$ cat src/rtl/core/tpsq_pkg.sv
package tpsq_pkg;

   // Request codes
   typedef enum logic [1:0] {
      ACT_INSERT  = 2'd0,
      ACT_REFRESH = 2'd1,
      ACT_CLEAR   = 2'd2,
      ACT_NONE    = 2'd3
   } action_type;

   // Result status codes
   localparam logic STATUS_OK     = 1'b0;
   localparam logic STATUS_REJECT = 1'b1;

   // Highest priority; also the start value of the eviction scan
   localparam logic [1:0] PRIO_MAX  = 2'd3;
   localparam logic [1:0] PRIO_IDLE = 2'd0;

   // One stored entry
   typedef struct packed {
      logic [4:0]  code;
      logic [1:0]  prio;
      logic [31:0] stamp;
      logic [15:0] life;
   } entry_type;

   // Request beat
   typedef struct packed {
      action_type  action;
      logic [4:0]  state_code;
      logic [1:0]  priority_req;
      logic [15:0] lifetime_ms;
      logic [31:0] now_ms;
   } req_payload_type;

   // Result beat
   typedef struct packed {
      logic       status;
      logic [4:0] shown_state;
      logic [1:0] shown_priority;
      logic [3:0] entry_count;
   } rsp_payload_type;

   // Config beat
   typedef struct packed {
      logic [4:0] idle_state_code;
   } csr_payload_type;

   // Flags from the shared compare unit
   typedef struct packed {
      logic expired;    // lifetime elapsed at the request time
      logic below_new;  // entry priority below the request priority
      logic below_low;  // entry priority below the lowest seen so far
   } cmp_type;

   // Sequencer states
   typedef enum logic [2:0] {
      ST_IDLE,
      ST_EVSCAN,
      ST_EVSHIFT,
      ST_PLACE,
      ST_REFRESH,
      ST_FINISH
   } state_type;

endpackage

$ cat src/rtl/core/tpsq_req_if.sv
interface tpsq_req_if import tpsq_pkg::*; ();
   logic            valid;
   logic            ready;
   req_payload_type payload;

   modport source (output valid, output payload, input ready);
   modport sink (input valid, input payload, output ready);
endinterface

$ cat src/rtl/core/tpsq_rsp_if.sv
interface tpsq_rsp_if import tpsq_pkg::*; ();
   logic            valid;
   logic            ready;
   rsp_payload_type payload;

   modport source (output valid, output payload, input ready);
   modport sink (input valid, input payload, output ready);
endinterface

$ cat src/rtl/core/tpsq_csr_if.sv
interface tpsq_csr_if import tpsq_pkg::*; ();
   logic            valid;
   logic            ready;
   csr_payload_type payload;

   modport source (output valid, output payload, input ready);
   modport sink (input valid, input payload, output ready);
endinterface

$ cat src/rtl/core/tpsq_entry_store.sv
module tpsq_entry_store import tpsq_pkg::*; #(
   parameter int DEPTH = 8,
   localparam int IDX_W = $clog2(DEPTH)
) (
   input  logic             clock,
   input  logic [IDX_W-1:0] rd_idx,
   output entry_type        rd_data,
   input  logic             wr_en,
   input  logic [IDX_W-1:0] wr_idx,
   input  entry_type        wr_data
);

   // Entry file: one read and one write each cycle
   entry_type entries_ff [DEPTH];

   always_ff @(posedge clock) begin
      if (wr_en) begin
         entries_ff[wr_idx] <= wr_data;
      end
   end

   assign rd_data = entries_ff[rd_idx];

endmodule

$ cat src/rtl/core/tpsq_cmp_unit.sv
module tpsq_cmp_unit import tpsq_pkg::*; (
   input  entry_type   entry,
   input  logic [31:0] now_ms,
   input  logic [1:0]  new_prio,
   input  logic [1:0]  low_prio,
   output cmp_type     flags
);

   logic [31:0] age;

   // Wrapping age against lifetime; zero lifetime never expires
   assign age = now_ms - entry.stamp;

   assign flags.expired   = (entry.life != 16'd0) && (age >= {16'd0, entry.life});
   assign flags.below_new = entry.prio < new_prio;
   assign flags.below_low = entry.prio < low_prio;

endmodule

$ cat src/rtl/core/timed_priority_status_queue.sv
// Priority status queue with per-entry expiry. Up to QUEUE_DEPTH entries are
// kept in a small register file, sorted highest priority first, and one
// compare unit walks that file one entry per cycle under a sequencer; the
// block takes one request at a time. An insert into a full list is either
// rejected or evicts an entry. The result sits in an output register, so a
// new request is taken while it waits. The idle code register is written
// through the csr channel, which is always ready.
module timed_priority_status_queue import tpsq_pkg::*; #(
   parameter int QUEUE_DEPTH = 8
) (
   input  logic        clock,
   input  logic        reset,
   tpsq_req_if.sink    req_chan,
   tpsq_rsp_if.source  rsp_chan,
   tpsq_csr_if.sink    csr_chan
);

   localparam int IDX_W = $clog2(QUEUE_DEPTH);
   localparam int CNT_W = $clog2(QUEUE_DEPTH + 1);
   localparam logic [CNT_W-1:0] CNT_FULL = CNT_W'(QUEUE_DEPTH);
   localparam logic [CNT_W-1:0] CNT_LAST = CNT_W'(QUEUE_DEPTH - 1);
   localparam logic [CNT_W-1:0] CNT_ONE  = CNT_W'(1);

   state_type       state_ff, state_in;
   req_payload_type item_ff, item_in;
   logic [CNT_W-1:0] idx_ff, idx_in;
   logic [CNT_W-1:0] wptr_ff, wptr_in;
   logic [CNT_W-1:0] low_idx_ff, low_idx_in;
   logic [1:0]      low_prio_ff, low_prio_in;
   logic [CNT_W-1:0] cnt_ff, cnt_in;
   logic [4:0]      sel_code_ff, sel_code_in;
   logic [1:0]      sel_prio_ff, sel_prio_in;
   logic            status_ff, status_in;
   logic [4:0]      idle_ff, idle_in;
   logic            rsp_valid_ff, rsp_valid_in;
   rsp_payload_type rsp_ff, rsp_in;

   logic [CNT_W-1:0] rd_cnt;
   logic [CNT_W-1:0] idx_up;
   logic [CNT_W-1:0] idx_dn;
   logic             wr_en;
   logic [CNT_W-1:0] wr_cnt;
   entry_type        wr_data;
   entry_type        ent_rd;
   entry_type        new_ent;
   cmp_type          cmp;
   logic [1:0]       low_prio_nx;
   logic [CNT_W-1:0] low_idx_nx;

   // Entry file
   tpsq_entry_store #(.DEPTH(QUEUE_DEPTH)) u_store (
      .clock   (clock),
      .rd_idx  (rd_cnt[IDX_W-1:0]),
      .rd_data (ent_rd),
      .wr_en   (wr_en),
      .wr_idx  (wr_cnt[IDX_W-1:0]),
      .wr_data (wr_data)
   );

   // Shared compare unit
   tpsq_cmp_unit u_cmp (
      .entry    (ent_rd),
      .now_ms   (item_ff.now_ms),
      .new_prio (item_ff.priority_req),
      .low_prio (low_prio_ff),
      .flags    (cmp)
   );

   assign idx_up = idx_ff + CNT_ONE;
   assign idx_dn = idx_ff - CNT_ONE;

   assign new_ent = '{code:  item_ff.state_code,
                      prio:  item_ff.priority_req,
                      stamp: item_ff.now_ms,
                      life:  item_ff.lifetime_ms};

   // Running minimum of the eviction scan
   assign low_prio_nx = cmp.below_low ? ent_rd.prio : low_prio_ff;
   assign low_idx_nx  = cmp.below_low ? idx_ff : low_idx_ff;

   // Config port
   assign csr_chan.ready = 1'b1;
   assign idle_in = csr_chan.valid ? csr_chan.payload.idle_state_code : idle_ff;

   // Result port
   assign rsp_chan.valid   = rsp_valid_ff;
   assign rsp_chan.payload = rsp_ff;

   // Sequencer: next state and datapath control
   always_comb begin
      state_in     = state_ff;
      item_in      = item_ff;
      idx_in       = idx_ff;
      wptr_in      = wptr_ff;
      low_idx_in   = low_idx_ff;
      low_prio_in  = low_prio_ff;
      cnt_in       = cnt_ff;
      sel_code_in  = sel_code_ff;
      sel_prio_in  = sel_prio_ff;
      status_in    = status_ff;
      rsp_valid_in = rsp_valid_ff & ~rsp_chan.ready;
      rsp_in       = rsp_ff;
      rd_cnt       = idx_ff;
      wr_en        = 1'b0;
      wr_cnt       = idx_ff;
      wr_data      = ent_rd;
      req_chan.ready = 1'b0;

      unique case (state_ff)
         ST_IDLE: begin
            req_chan.ready = 1'b1;
            if (req_chan.valid) begin
               item_in     = req_chan.payload;
               status_in   = STATUS_OK;
               idx_in      = '0;
               wptr_in     = '0;
               low_idx_in  = '0;
               low_prio_in = PRIO_MAX;
               unique case (req_chan.payload.action)
                  ACT_INSERT: begin
                     if (cnt_ff == CNT_FULL) begin
                        state_in = ST_EVSCAN;
                     end else begin
                        idx_in   = cnt_ff;
                        state_in = ST_PLACE;
                     end
                  end
                  ACT_REFRESH: begin
                     state_in = ST_REFRESH;
                  end
                  ACT_CLEAR: begin
                     // Empty the list, then hold idle as a permanent entry
                     wr_en       = 1'b1;
                     wr_cnt      = '0;
                     wr_data     = '{code:  idle_ff,
                                     prio:  PRIO_IDLE,
                                     stamp: req_chan.payload.now_ms,
                                     life:  16'd0};
                     cnt_in      = CNT_ONE;
                     sel_code_in = idle_ff;
                     sel_prio_in = PRIO_IDLE;
                     state_in    = ST_FINISH;
                  end
                  ACT_NONE: begin
                     state_in = ST_FINISH;
                  end
               endcase
            end
         end

         ST_EVSCAN: begin
            // Find the first entry of lowest priority
            low_prio_in = low_prio_nx;
            low_idx_in  = low_idx_nx;
            if (idx_ff == CNT_LAST) begin
               if (item_ff.priority_req <= low_prio_nx) begin
                  status_in = STATUS_REJECT;
                  state_in  = ST_FINISH;
               end else begin
                  idx_in   = low_idx_nx;
                  state_in = ST_EVSHIFT;
               end
            end else begin
               idx_in = idx_up;
            end
         end

         ST_EVSHIFT: begin
            // Close the gap left by the evicted entry
            rd_cnt = idx_up;
            if (idx_up < cnt_ff) begin
               wr_en  = 1'b1;
               wr_cnt = idx_ff;
               idx_in = idx_up;
            end else begin
               cnt_in   = CNT_LAST;
               idx_in   = CNT_LAST;
               state_in = ST_PLACE;
            end
         end

         ST_PLACE: begin
            // Walk back from the tail, moving lower entries up by one
            rd_cnt = idx_dn;
            wr_en  = 1'b1;
            wr_cnt = idx_ff;
            if ((idx_ff != '0) && cmp.below_new) begin
               idx_in = idx_dn;
            end else begin
               wr_data  = new_ent;
               cnt_in   = cnt_ff + CNT_ONE;
               state_in = ST_FINISH;
            end
         end

         ST_REFRESH: begin
            // Compact the kept entries toward the head
            if (idx_ff == cnt_ff) begin
               cnt_in = wptr_ff;
               if (wptr_ff == '0) begin
                  sel_code_in = idle_ff;
                  sel_prio_in = PRIO_IDLE;
               end
               state_in = ST_FINISH;
            end else begin
               idx_in = idx_up;
               if (!cmp.expired) begin
                  wr_en   = 1'b1;
                  wr_cnt  = wptr_ff;
                  wptr_in = wptr_ff + CNT_ONE;
                  if (wptr_ff == '0) begin
                     sel_code_in = ent_rd.code;
                     sel_prio_in = ent_rd.prio;
                  end
               end
            end
         end

         ST_FINISH: begin
            if (!rsp_valid_ff || rsp_chan.ready) begin
               rsp_in.status         = status_ff;
               rsp_in.shown_state    = sel_code_ff;
               rsp_in.shown_priority = sel_prio_ff;
               rsp_in.entry_count    = 4'(cnt_ff);
               rsp_valid_in          = 1'b1;
               state_in              = ST_IDLE;
            end
         end

         default: begin
            state_in = ST_IDLE;
         end
      endcase
   end

   // Control registers
   always_ff @(posedge clock) begin
      if (reset) begin
         state_ff     <= ST_IDLE;
         cnt_ff       <= '0;
         sel_code_ff  <= 5'd0;
         sel_prio_ff  <= PRIO_IDLE;
         idle_ff      <= 5'd0;
         rsp_valid_ff <= 1'b0;
      end else begin
         state_ff     <= state_in;
         cnt_ff       <= cnt_in;
         sel_code_ff  <= sel_code_in;
         sel_prio_ff  <= sel_prio_in;
         idle_ff      <= idle_in;
         rsp_valid_ff <= rsp_valid_in;
      end
   end

   // Working and payload registers
   always_ff @(posedge clock) begin
      item_ff     <= item_in;
      idx_ff      <= idx_in;
      wptr_ff     <= wptr_in;
      low_idx_ff  <= low_idx_in;
      low_prio_ff <= low_prio_in;
      status_ff   <= status_in;
      rsp_ff      <= rsp_in;
   end

   // Checks
   a_cnt_bound: assert property (@(posedge clock) disable iff (reset)
      cnt_ff <= CNT_FULL)
      else $error("entry count above depth");

   a_reject_full: assert property (@(posedge clock) disable iff (reset)
      (state_ff == ST_FINISH && status_ff == STATUS_REJECT) |-> cnt_ff == CNT_FULL)
      else $error("insert rejected on a list that is not full");

   a_place_room: assert property (@(posedge clock) disable iff (reset)
      (state_ff == ST_PLACE) |-> (cnt_ff < CNT_FULL && idx_ff <= cnt_ff))
      else $error("placement without a free slot");

   a_compact_order: assert property (@(posedge clock) disable iff (reset)
      (state_ff == ST_REFRESH) |-> (wptr_ff <= idx_ff && idx_ff <= cnt_ff))
      else $error("refresh write pointer passed read pointer");

   a_rsp_load: assert property (@(posedge clock) disable iff (reset)
      (state_ff == ST_FINISH && !rsp_valid_ff) |=> rsp_valid_ff && state_ff == ST_IDLE)
      else $error("finished result not loaded");

endmodule

$ cat src/flat_wrapper.sv
// flat-port wrapper written by rule: the top's interface ports become plain ports
module timed_priority_status_queue_flat import tpsq_pkg::*;
#(
   parameter int QUEUE_DEPTH = 8
)
  (clock, reset, req_chan_valid, req_chan_payload, req_chan_ready, rsp_chan_valid, rsp_chan_payload, rsp_chan_ready, csr_chan_valid, csr_chan_payload, csr_chan_ready);
  tpsq_req_if req_chan_i ();
  tpsq_rsp_if rsp_chan_i ();
  tpsq_csr_if csr_chan_i ();
  input  logic clock;
  input  logic reset;
  input wire logic [$bits(req_chan_i.valid)-1:0] req_chan_valid;
  input wire logic [$bits(req_chan_i.payload)-1:0] req_chan_payload;
  output wire logic [$bits(req_chan_i.ready)-1:0] req_chan_ready;
  output wire logic [$bits(rsp_chan_i.valid)-1:0] rsp_chan_valid;
  output wire logic [$bits(rsp_chan_i.payload)-1:0] rsp_chan_payload;
  input wire logic [$bits(rsp_chan_i.ready)-1:0] rsp_chan_ready;
  input wire logic [$bits(csr_chan_i.valid)-1:0] csr_chan_valid;
  input wire logic [$bits(csr_chan_i.payload)-1:0] csr_chan_payload;
  output wire logic [$bits(csr_chan_i.ready)-1:0] csr_chan_ready;
  assign req_chan_i.valid = req_chan_valid;
  assign req_chan_i.payload = req_chan_payload;
  assign req_chan_ready = req_chan_i.ready;
  assign rsp_chan_valid = rsp_chan_i.valid;
  assign rsp_chan_payload = rsp_chan_i.payload;
  assign rsp_chan_i.ready = rsp_chan_ready;
  assign csr_chan_i.valid = csr_chan_valid;
  assign csr_chan_i.payload = csr_chan_payload;
  assign csr_chan_ready = csr_chan_i.ready;
  timed_priority_status_queue #(.QUEUE_DEPTH(QUEUE_DEPTH)) u_core (.clock(clock), .reset(reset), .req_chan(req_chan_i), .rsp_chan(rsp_chan_i), .csr_chan(csr_chan_i));
endmodule
$ cat config.mk
export PLATFORM = sky130hd
export DESIGN_NAME = timed_priority_status_queue_flat
export DESIGN_NICKNAME = d
export VERILOG_FILES = /design/src/rtl/core/tpsq_pkg.sv /design/src/rtl/core/tpsq_req_if.sv /design/src/rtl/core/tpsq_rsp_if.sv /design/src/rtl/core/tpsq_csr_if.sv /design/src/rtl/core/tpsq_entry_store.sv /design/src/rtl/core/tpsq_cmp_unit.sv /design/src/rtl/core/timed_priority_status_queue.sv /design/src/flat_wrapper.sv
export SDC_FILE = /design/constraint.sdc
export NUM_CORES = 1
export LEC_CHECK = 0
export BUFFER_PORTS_ARGS = -buffer_cell sky130_fd_sc_hd__buf_4
export CAP_MARGIN = 20
export CORE_ASPECT_RATIO = 0.7
export CORE_UTILIZATION = 67
export CTS_CLUSTER_DIAMETER = 60
export DETAILED_ROUTE_END_ITERATION = 12
export PLACE_DENSITY = 0.85
export RECOVER_POWER = 100
export SYNTH_ARGS = -nofsm -noshare
export SYNTH_HDL_FRONTEND = slang
export SYNTH_SLANG_ARGS = --single-unit
$ cat constraint.sdc
create_clock -name clock -period 25.9 [get_ports clock]
set_input_delay 5.18 -clock clock [delete_from_list [all_inputs] [get_ports clock]]
set_output_delay 5.18 -clock clock [all_outputs]
set_load 0.05 [all_outputs]
After elaboration in Yosys (flattened, before gate mapping)
Memory sizes are Yosys's and may differ from the RTL's.
Index checks and enable logic that the tools add are counted.
{ "word_totals": {"register_bits": 102, "ramBits": 440, "inputBits": 67, "out_inout_bits": 15, "wordCells": 154, "n_memories": 1} }
{ "classes": {"add_sub_neg": 5, "magnitude_cmp": 5, "eq_ne": 26, "n_mux": 73, "n_bitwise": 2, "reduce_logical": 23} }
{ "mem_list": {"columns": ["name", "depth", "width", "read_ports", "rd_clocked_by_memory_dff", "write_ports", "line", "rtl"], "rows": [
  ["u_core.u_store.entries_ff", 8, 55, 1, 0, 1, "tpsq_entry_store.sv:14", "entry_type entries_ff [DEPTH];"]
]} }
{ "op_table": {"columns": ["operator", "n"], "rows": [
  ["2-to-1 mux 55 bit", 3],
  ["case mux 55 bit (2 select lines)", 1],
  ["2-to-1 mux 4 bit", 17],
  ["2-to-1 mux 3 bit", 11],
  ["greater-or-equal comparator 32 x 16 -> 1 bit", 1],
  ["subtractor 32 bit", 1],
  ["2-to-1 mux 5 bit", 6],
  ["case mux 4 bit (5 select lines)", 1],
  ["2-to-1 mux 2 bit", 9],
  ["case mux 3 bit (6 select lines)", 1],
  ["AND reduction 6 bit", 3],
  ["case mux 4 bit (2 select lines)", 2],
  ["case mux 4 bit (4 select lines)", 1],
  ["nonzero test 16 bit", 1],
  ["2-to-1 mux 1 bit", 13],
  ["adder 4 x 1 -> 4 bit (second input constant)", 3],
  ["!= test 2 bit (second input constant)", 6],
  ["case mux 3 bit (2 select lines)", 2],
  ["!= test 2 x 1 -> 1 bit (second input constant)", 5],
  ["case mux 5 bit (2 select lines)", 1],
  ["!= test 3 bit (second input constant)", 3],
  ["case mux 3 bit (3 select lines)", 1],
  ["case mux 2 bit (2 select lines)", 2],
  ["AND reduction 4 bit", 2],
  ["other kinds (29)", 38]
]} }

Depth between registers and ports, before layout
An unclocked memory read counts as a cell.
{ "depth": {"word_depth": 11, "mapped_depth": 37, "mapped_depth_nobuf": 31} }

Hierarchy
A second synthesis with hierarchy kept.
{ "unflattened": {"cells_unflattened": 1464, "hier_area_um2": 24243.3} }
{ "modules_own_cells": {"columns": ["module", "n_inst", "cells_per_inst", "area_each_um2", "seq_area_each_um2"], "rows": [
  ["tpsq_entry_store", 1, 648, 16562.1, 13212.7],
  ["timed_priority_status_queue", 1, 466, 5292.6, 2862.7],
  ["tpsq_cmp_unit", 1, 350, 2388.5, 0.0]
]} }

Least setup slack after synthesis
OpenSTA, ideal clock, no wires.
{ "synth_timing": {"path_kind": "register -> register", "from": "reg u_core.idx_ff[0]", "to": "mem u_core.u_store.entries_ff[1][0] (netlist name), enable pin", "setup_ps": 536, "t_arrival_ps": 10664, "required_time_ps": 25364, "path_slack_ps": 14700, "path_stages_with_launch": 34, "path_buffers": 5, "synth_period_minus_slack_ps": 11200, "cell_sequence": "edfxtp_1 -> inv_2 -> ha_1 -> xor2_1 -> mux2_2 -> clkbuf_1 -> clkbuf_1 -> clkbuf_1 -> clkbuf_1 -> clkbuf_1 -> nand2_1 -> nand3_1 -> a31oi_1 -> ha_1 -> a21oi_1 -> and2_1 -> nand2b_1 -> a31o_2 -> a31oi_2 -> nor2_1 -> xor2_1 -> ha_1 -> a21o_1 -> a21o_1 -> a211oi_1 -> o221ai_1 -> nor4_1 -> nand3_1 -> a221o_1 -> nor4_1 -> and3_2 -> a21oi_1 -> a22o_1 -> nor3_1"} }
{ "synth_between": {"elab_chain_cells": 11, "elab_cells_between_ends": 21, "cone_classes": "3 x add/sub; 2 x order compare; 1 x eq/ne; 12 x mux; 2 x reduce/logical; 1 x memory"} }
{ "synth_lines": {"columns": ["item", "line", "rtl"], "rows": [
  ["start, declared", "timed_priority_status_queue.sv:26", "logic [CNT_W-1:0] idx_ff, idx_in;"],
  ["start signal, assigned", "timed_priority_status_queue.sv:258", "idx_ff <= idx_in;"],
  ["subtractor 4 x 1 -> 4 bit or adder 4 x 1 -> 4 bit (tied branches)", "timed_priority_status_queue.sv:70, timed_priority_status_queue.sv:69", null],
  ["case mux 3 bit (2 select lines)", "timed_priority_status_queue.sv:109", "unique case (state_ff)"],
  ["memory read (8 x 55 bit)", null, null],
  ["subtractor 32 bit", "tpsq_cmp_unit.sv:12", "assign age = now_ms - entry.stamp;"],
  ["greater-or-equal comparator 32 x 16 -> 1 bit", "tpsq_cmp_unit.sv:14", "assign flags.expired = (entry.life != 16'd0) && (age >= {16'd0, entry.life});"],
  ["logical AND 1 bit", "tpsq_cmp_unit.sv:14", null],
  ["2-to-1 mux 1 bit", "timed_priority_status_queue.sv:207", "if (!cmp.expired) begin"],
  ["2-to-1 mux 1 bit", "timed_priority_status_queue.sv:198", "if (idx_ff == cnt_ff) begin"],
  ["case mux 1 bit (4 select lines)", "timed_priority_status_queue.sv:109", null],
  ["2-to-1 mux 1 bit", "tpsq_entry_store.sv:17", "if (wr_en) begin"],
  ["2-to-1 mux 1 bit (not written as such)", "tpsq_entry_store.sv:18", "entries_ff[wr_idx] <= wr_data;"],
  ["end, declared", "tpsq_entry_store.sv:14", null]
]} }
Several ways; a longest one is shown, not always the timed one.

Worst setup path in the final report
{ "layout_timing": {"from": "reg u_core.idx_ff[0]", "to": "mem u_core.u_store.entries_ff[4][26] (netlist name), enable pin"} }
The elaborated chain is that of the path after synthesis.

==> qor.yml <==
logic_synthesis:
  dominantRegCellSynth: "edfxtp_1"
  synthArstFlopShare_pct: 0
  netlist_area_mm2: 0.02504
  postSynthCellCount: 2013
  synth_cell_types: 82
  synth-seq-area-share_pct: 64.21
  syn_nets: 2142
  synth_area_leaders: "edfxtp_1, nand2_1, ha_1"
  synth_area_per_cell_um2: 12.44
  ys_seq_elements: 542
  synth_largest_area_cell: "edfxtp_1"
  synth_edf_count: 522
  synthTopCellsByCount: "edfxtp_1, nand2_1, o21ai_0, nand3_1, clkbuf_1"
  netlist.area_leader.share_pct: 62.61
  yosysWarnings: 0
  synth_most_common_cell: "edfxtp_1"
placement:
  hpwlAfterDp_um: 37690
  gp_congestion: 1.084
  port_buffers: 80
  placed_cell_area_mm2: 0.02607
  pre_cts_ws_ns: 16.06
timing:
  fin_crit_ns: 14.72
  fmax_ghz: 0.06792
  worst_slew_pin_slew_ns: 4.178
  setup_tns_ns: 0
  max_slew_margin_pct: -178.5
  setup_ws_ns: 11.18
  setup_viol: 0
  fin_crit_sh_pct: 56.85
  fin_skew_ns: 0.02340
  rsz0062_at_grt: "no"
  slew_violations: 677
  hold_violations: 0
detailed_routing:
  vias: 17760
  drtIter0Drc: 2797
  drc: 0
  post_drt_wl_per_cell_um: 24.58
  vias_per_cell: 6.908
  drt_pass1_iterations: 8
  ant_nets: 0
  wirelength_um: 63190
floorplan:
  initial_core_util_pct: 68.86
  core_area_mm2: 0.03636
  floorplan.die_area_mm2: 0.03816
  die_w_um: 233.0
  rows: 58
  io-pin-count: 82
  die_h_um: 163.7
global_routing:
  busiest_layer: "met1"
  grt_util_all_layers_pct: 33.40
  grt_max_degree: 158
  met1_usage_pct: 50.69
  grt.met3_usage_pct: 5.955
  grt_first_pass_wirelength_um: 96130
  antenna_found_initial: 1
  grt_pass1_vias: 16970
  grt_overflow_total: 0
  use_met2_pct: 49.77
worst_setup_path:
  r2r_slack_ns: 11.18
  cp-start-kind: "flop"
  critPathMaxStageDelay_ns: 2.93
  cp-endpoint: "u_core.u_store.entries_ff[4][26]"
  crit_path_end_kind: "flop"
  r2r_cells: 24
  reg2reg_from: "u_core.idx_ff[0]"
  path_class: "reg2reg"
  path_cells: "inv_1 > ha_1 > xor2_1 > mux2_1 > clkbuf_1 > nand2_1 > and3_1 > a311oi_1 > a31oi_1 > ha_1 > nand2_1 > o21ai_0 > a31oi_1 > o21ai_0 > a21oi_1 > xnor2_1 > nand3_1 > o221ai_1 > nor4_1 > and3_1 > a21oi_1 > a22oi_1 > and3_2 > clkbuf_1"
  crit_arrival_ns: 14.80
  crit_slowest_cell: "clkbuf_1"
  cp-startpoint: "u_core.idx_ff[0]"
  crit_fanout: 74
  cp.required_ns: 25.98
  r2r_end: "u_core.u_store.entries_ff[4][26]"
clock_network:
  cts_inserted_buffers: 50
  numClockSinks: 542
  cts_hold_buf: 0
  clk_latency_ns: 0.59
  cts_buffer_depth: 3
  cts_htree_levels: 2
  postCtsSetupBuffers: 0
  cts_tree: "built"
  clkTransAtPathRegs_ns: 0.07
  post_cts_resized: 0
  cts_root_buf: "clkbuf_16"
finish:
  area_delta_synth_final_pct: 9.771
  layout.core_utilization_pct: 75.59
  n_antenna_cell: 0
  drive_gt1_share_pct: 9.421
  layout.nets: 2182
  design_area_mm2: 0.02748
status:
  status: "finished with violations"
  failed_checks: "max-capacitance violations, max-slew violations"
min_path:
  min_path_cells: 0
  hold_class: "reg2reg"
run:
  drv_cap: 13
## worst max-delay path, delay by kind of cell, from the launching register on
family                   cells  cell delay (ns)
AO/OA/AOI/OAI                9             2.49
XOR/XNOR                     2             0.50
adder cells (fa/ha/maj)      2             1.08
buffers and inverters        3             5.82
flip-flops                   1             0.92
multiplexers                 1             1.45
AND/OR/NAND/NOR              7             1.89
## worst min path at each step
| stage | to | from | slack, ns |
|---|---|---|---|
| 2_1_floorplan | u_core.rsp_chan.payload[11] | u_core.status_ff | 0.40 |
| 3_3_place_gp | u_core.rsp_chan.payload[9] | u_core.sel_code_ff[3] | 0.42 |
| 3_5_place_dp | u_core.rsp_chan.payload[9] | u_core.sel_code_ff[3] | 0.42 |
| 4_1_cts | u_core.rsp_chan.payload[9] | u_core.sel_code_ff[3] | 0.44 |
| 5_1_grt | u_core.rsp_chan.payload[11] | u_core.status_ff | 0.44 |
| 6_report | u_core.rsp_chan.payload[11] | u_core.status_ff | 0.44 |
## per-stage QoR
step,hold WS [ns],instances
2_1_floorplan,0.4003,2013
3_3_place_gp,0.4156,2480
3_5_place_dp,0.4200,2480
4_1_cts,0.4368,2570
5_1_grt,0.4406,2571
6_report,0.4362,2571
## metal layers
metal	up-vias	wire, µm
li1	7712	-
met1	8608	25940
met2	1293	28400
met3	147	7385
met4	0	1457
met5	-	0
## final cells by class
type                    count  area, µm²
well taps                 480      600.6
multi-input cells        1313       8407
clock inverters            26      295.3
inverters                  40      150.1
flip-flops and latches    542      16080
clock buffers              64       1325
repair buffers            106      628.1
fillers                  2213       8876
## sequential cells by signal (all words and copies together), names as in the netlist
register	count
u_core.u_store.entries_ff	440
u_core.item_ff	55
u_core.rsp_chan.payload	12
u_core.idle_ff	5
u_core.sel_code_ff	5
u_core.cnt_ff	4
u_core.idx_ff	4
u_core.low_idx_ff	4
u_core.wptr_ff	4
u_core.state_ff	3
u_core.low_prio_ff	2
u_core.sel_prio_ff	2
u_core.rsp_chan.valid	1
u_core.status_ff	1
## cell families (layout without fill, tap and decap cells)
kind of cell,after synthesis,count (layout),synth area share [%]
other cells,1,1,0.01498
flops,542,542,64.21
buf+inv,158,236,2.549
simple gates,712,712,12.83
fa+ha+maj,62,62,3.129
xor+xnor,41,41,1.524
mux,75,75,4.633
compound gates,422,422,11.11
## placed cells by master, fill, tap and decap left out, types with 6 or more instances in the layout
master,synthesis,layout
o22ai_1,9,9
a211oi_1,18,18
nor2b_1,7,6
a31oi_1,46,46
nand2_1,392,392
xor2_1,19,19
clkbuf_16,0,51
a21o_1,18,18
nand2b_1,18,18
and3_1,43,40
ha_1,61,61
edfxtp_1,522,522
clkinv_1,1,9
a311oi_1,39,39
nor3_1,18,16
clkinv_2,0,7
a22oi_1,39,39
nand3_1,91,91
mux4_2,32,32
clkbuf_4,0,37
nor2_1,78,77
o21a_1,8,9
inv_1,38,39
nand4_1,20,20
mux2i_1,38,38
xnor2_1,19,18
o211ai_1,6,6
nor4_1,9,9
buf_4,6,20
o21ai_0,104,104
dfxtp_1,20,20
a21oi_1,83,82
clkbuf_1,89,61
Power is left out: the tool's default activity adds up to more than one toggle a clock period on the data nets, which glitch-free logic cannot reach.
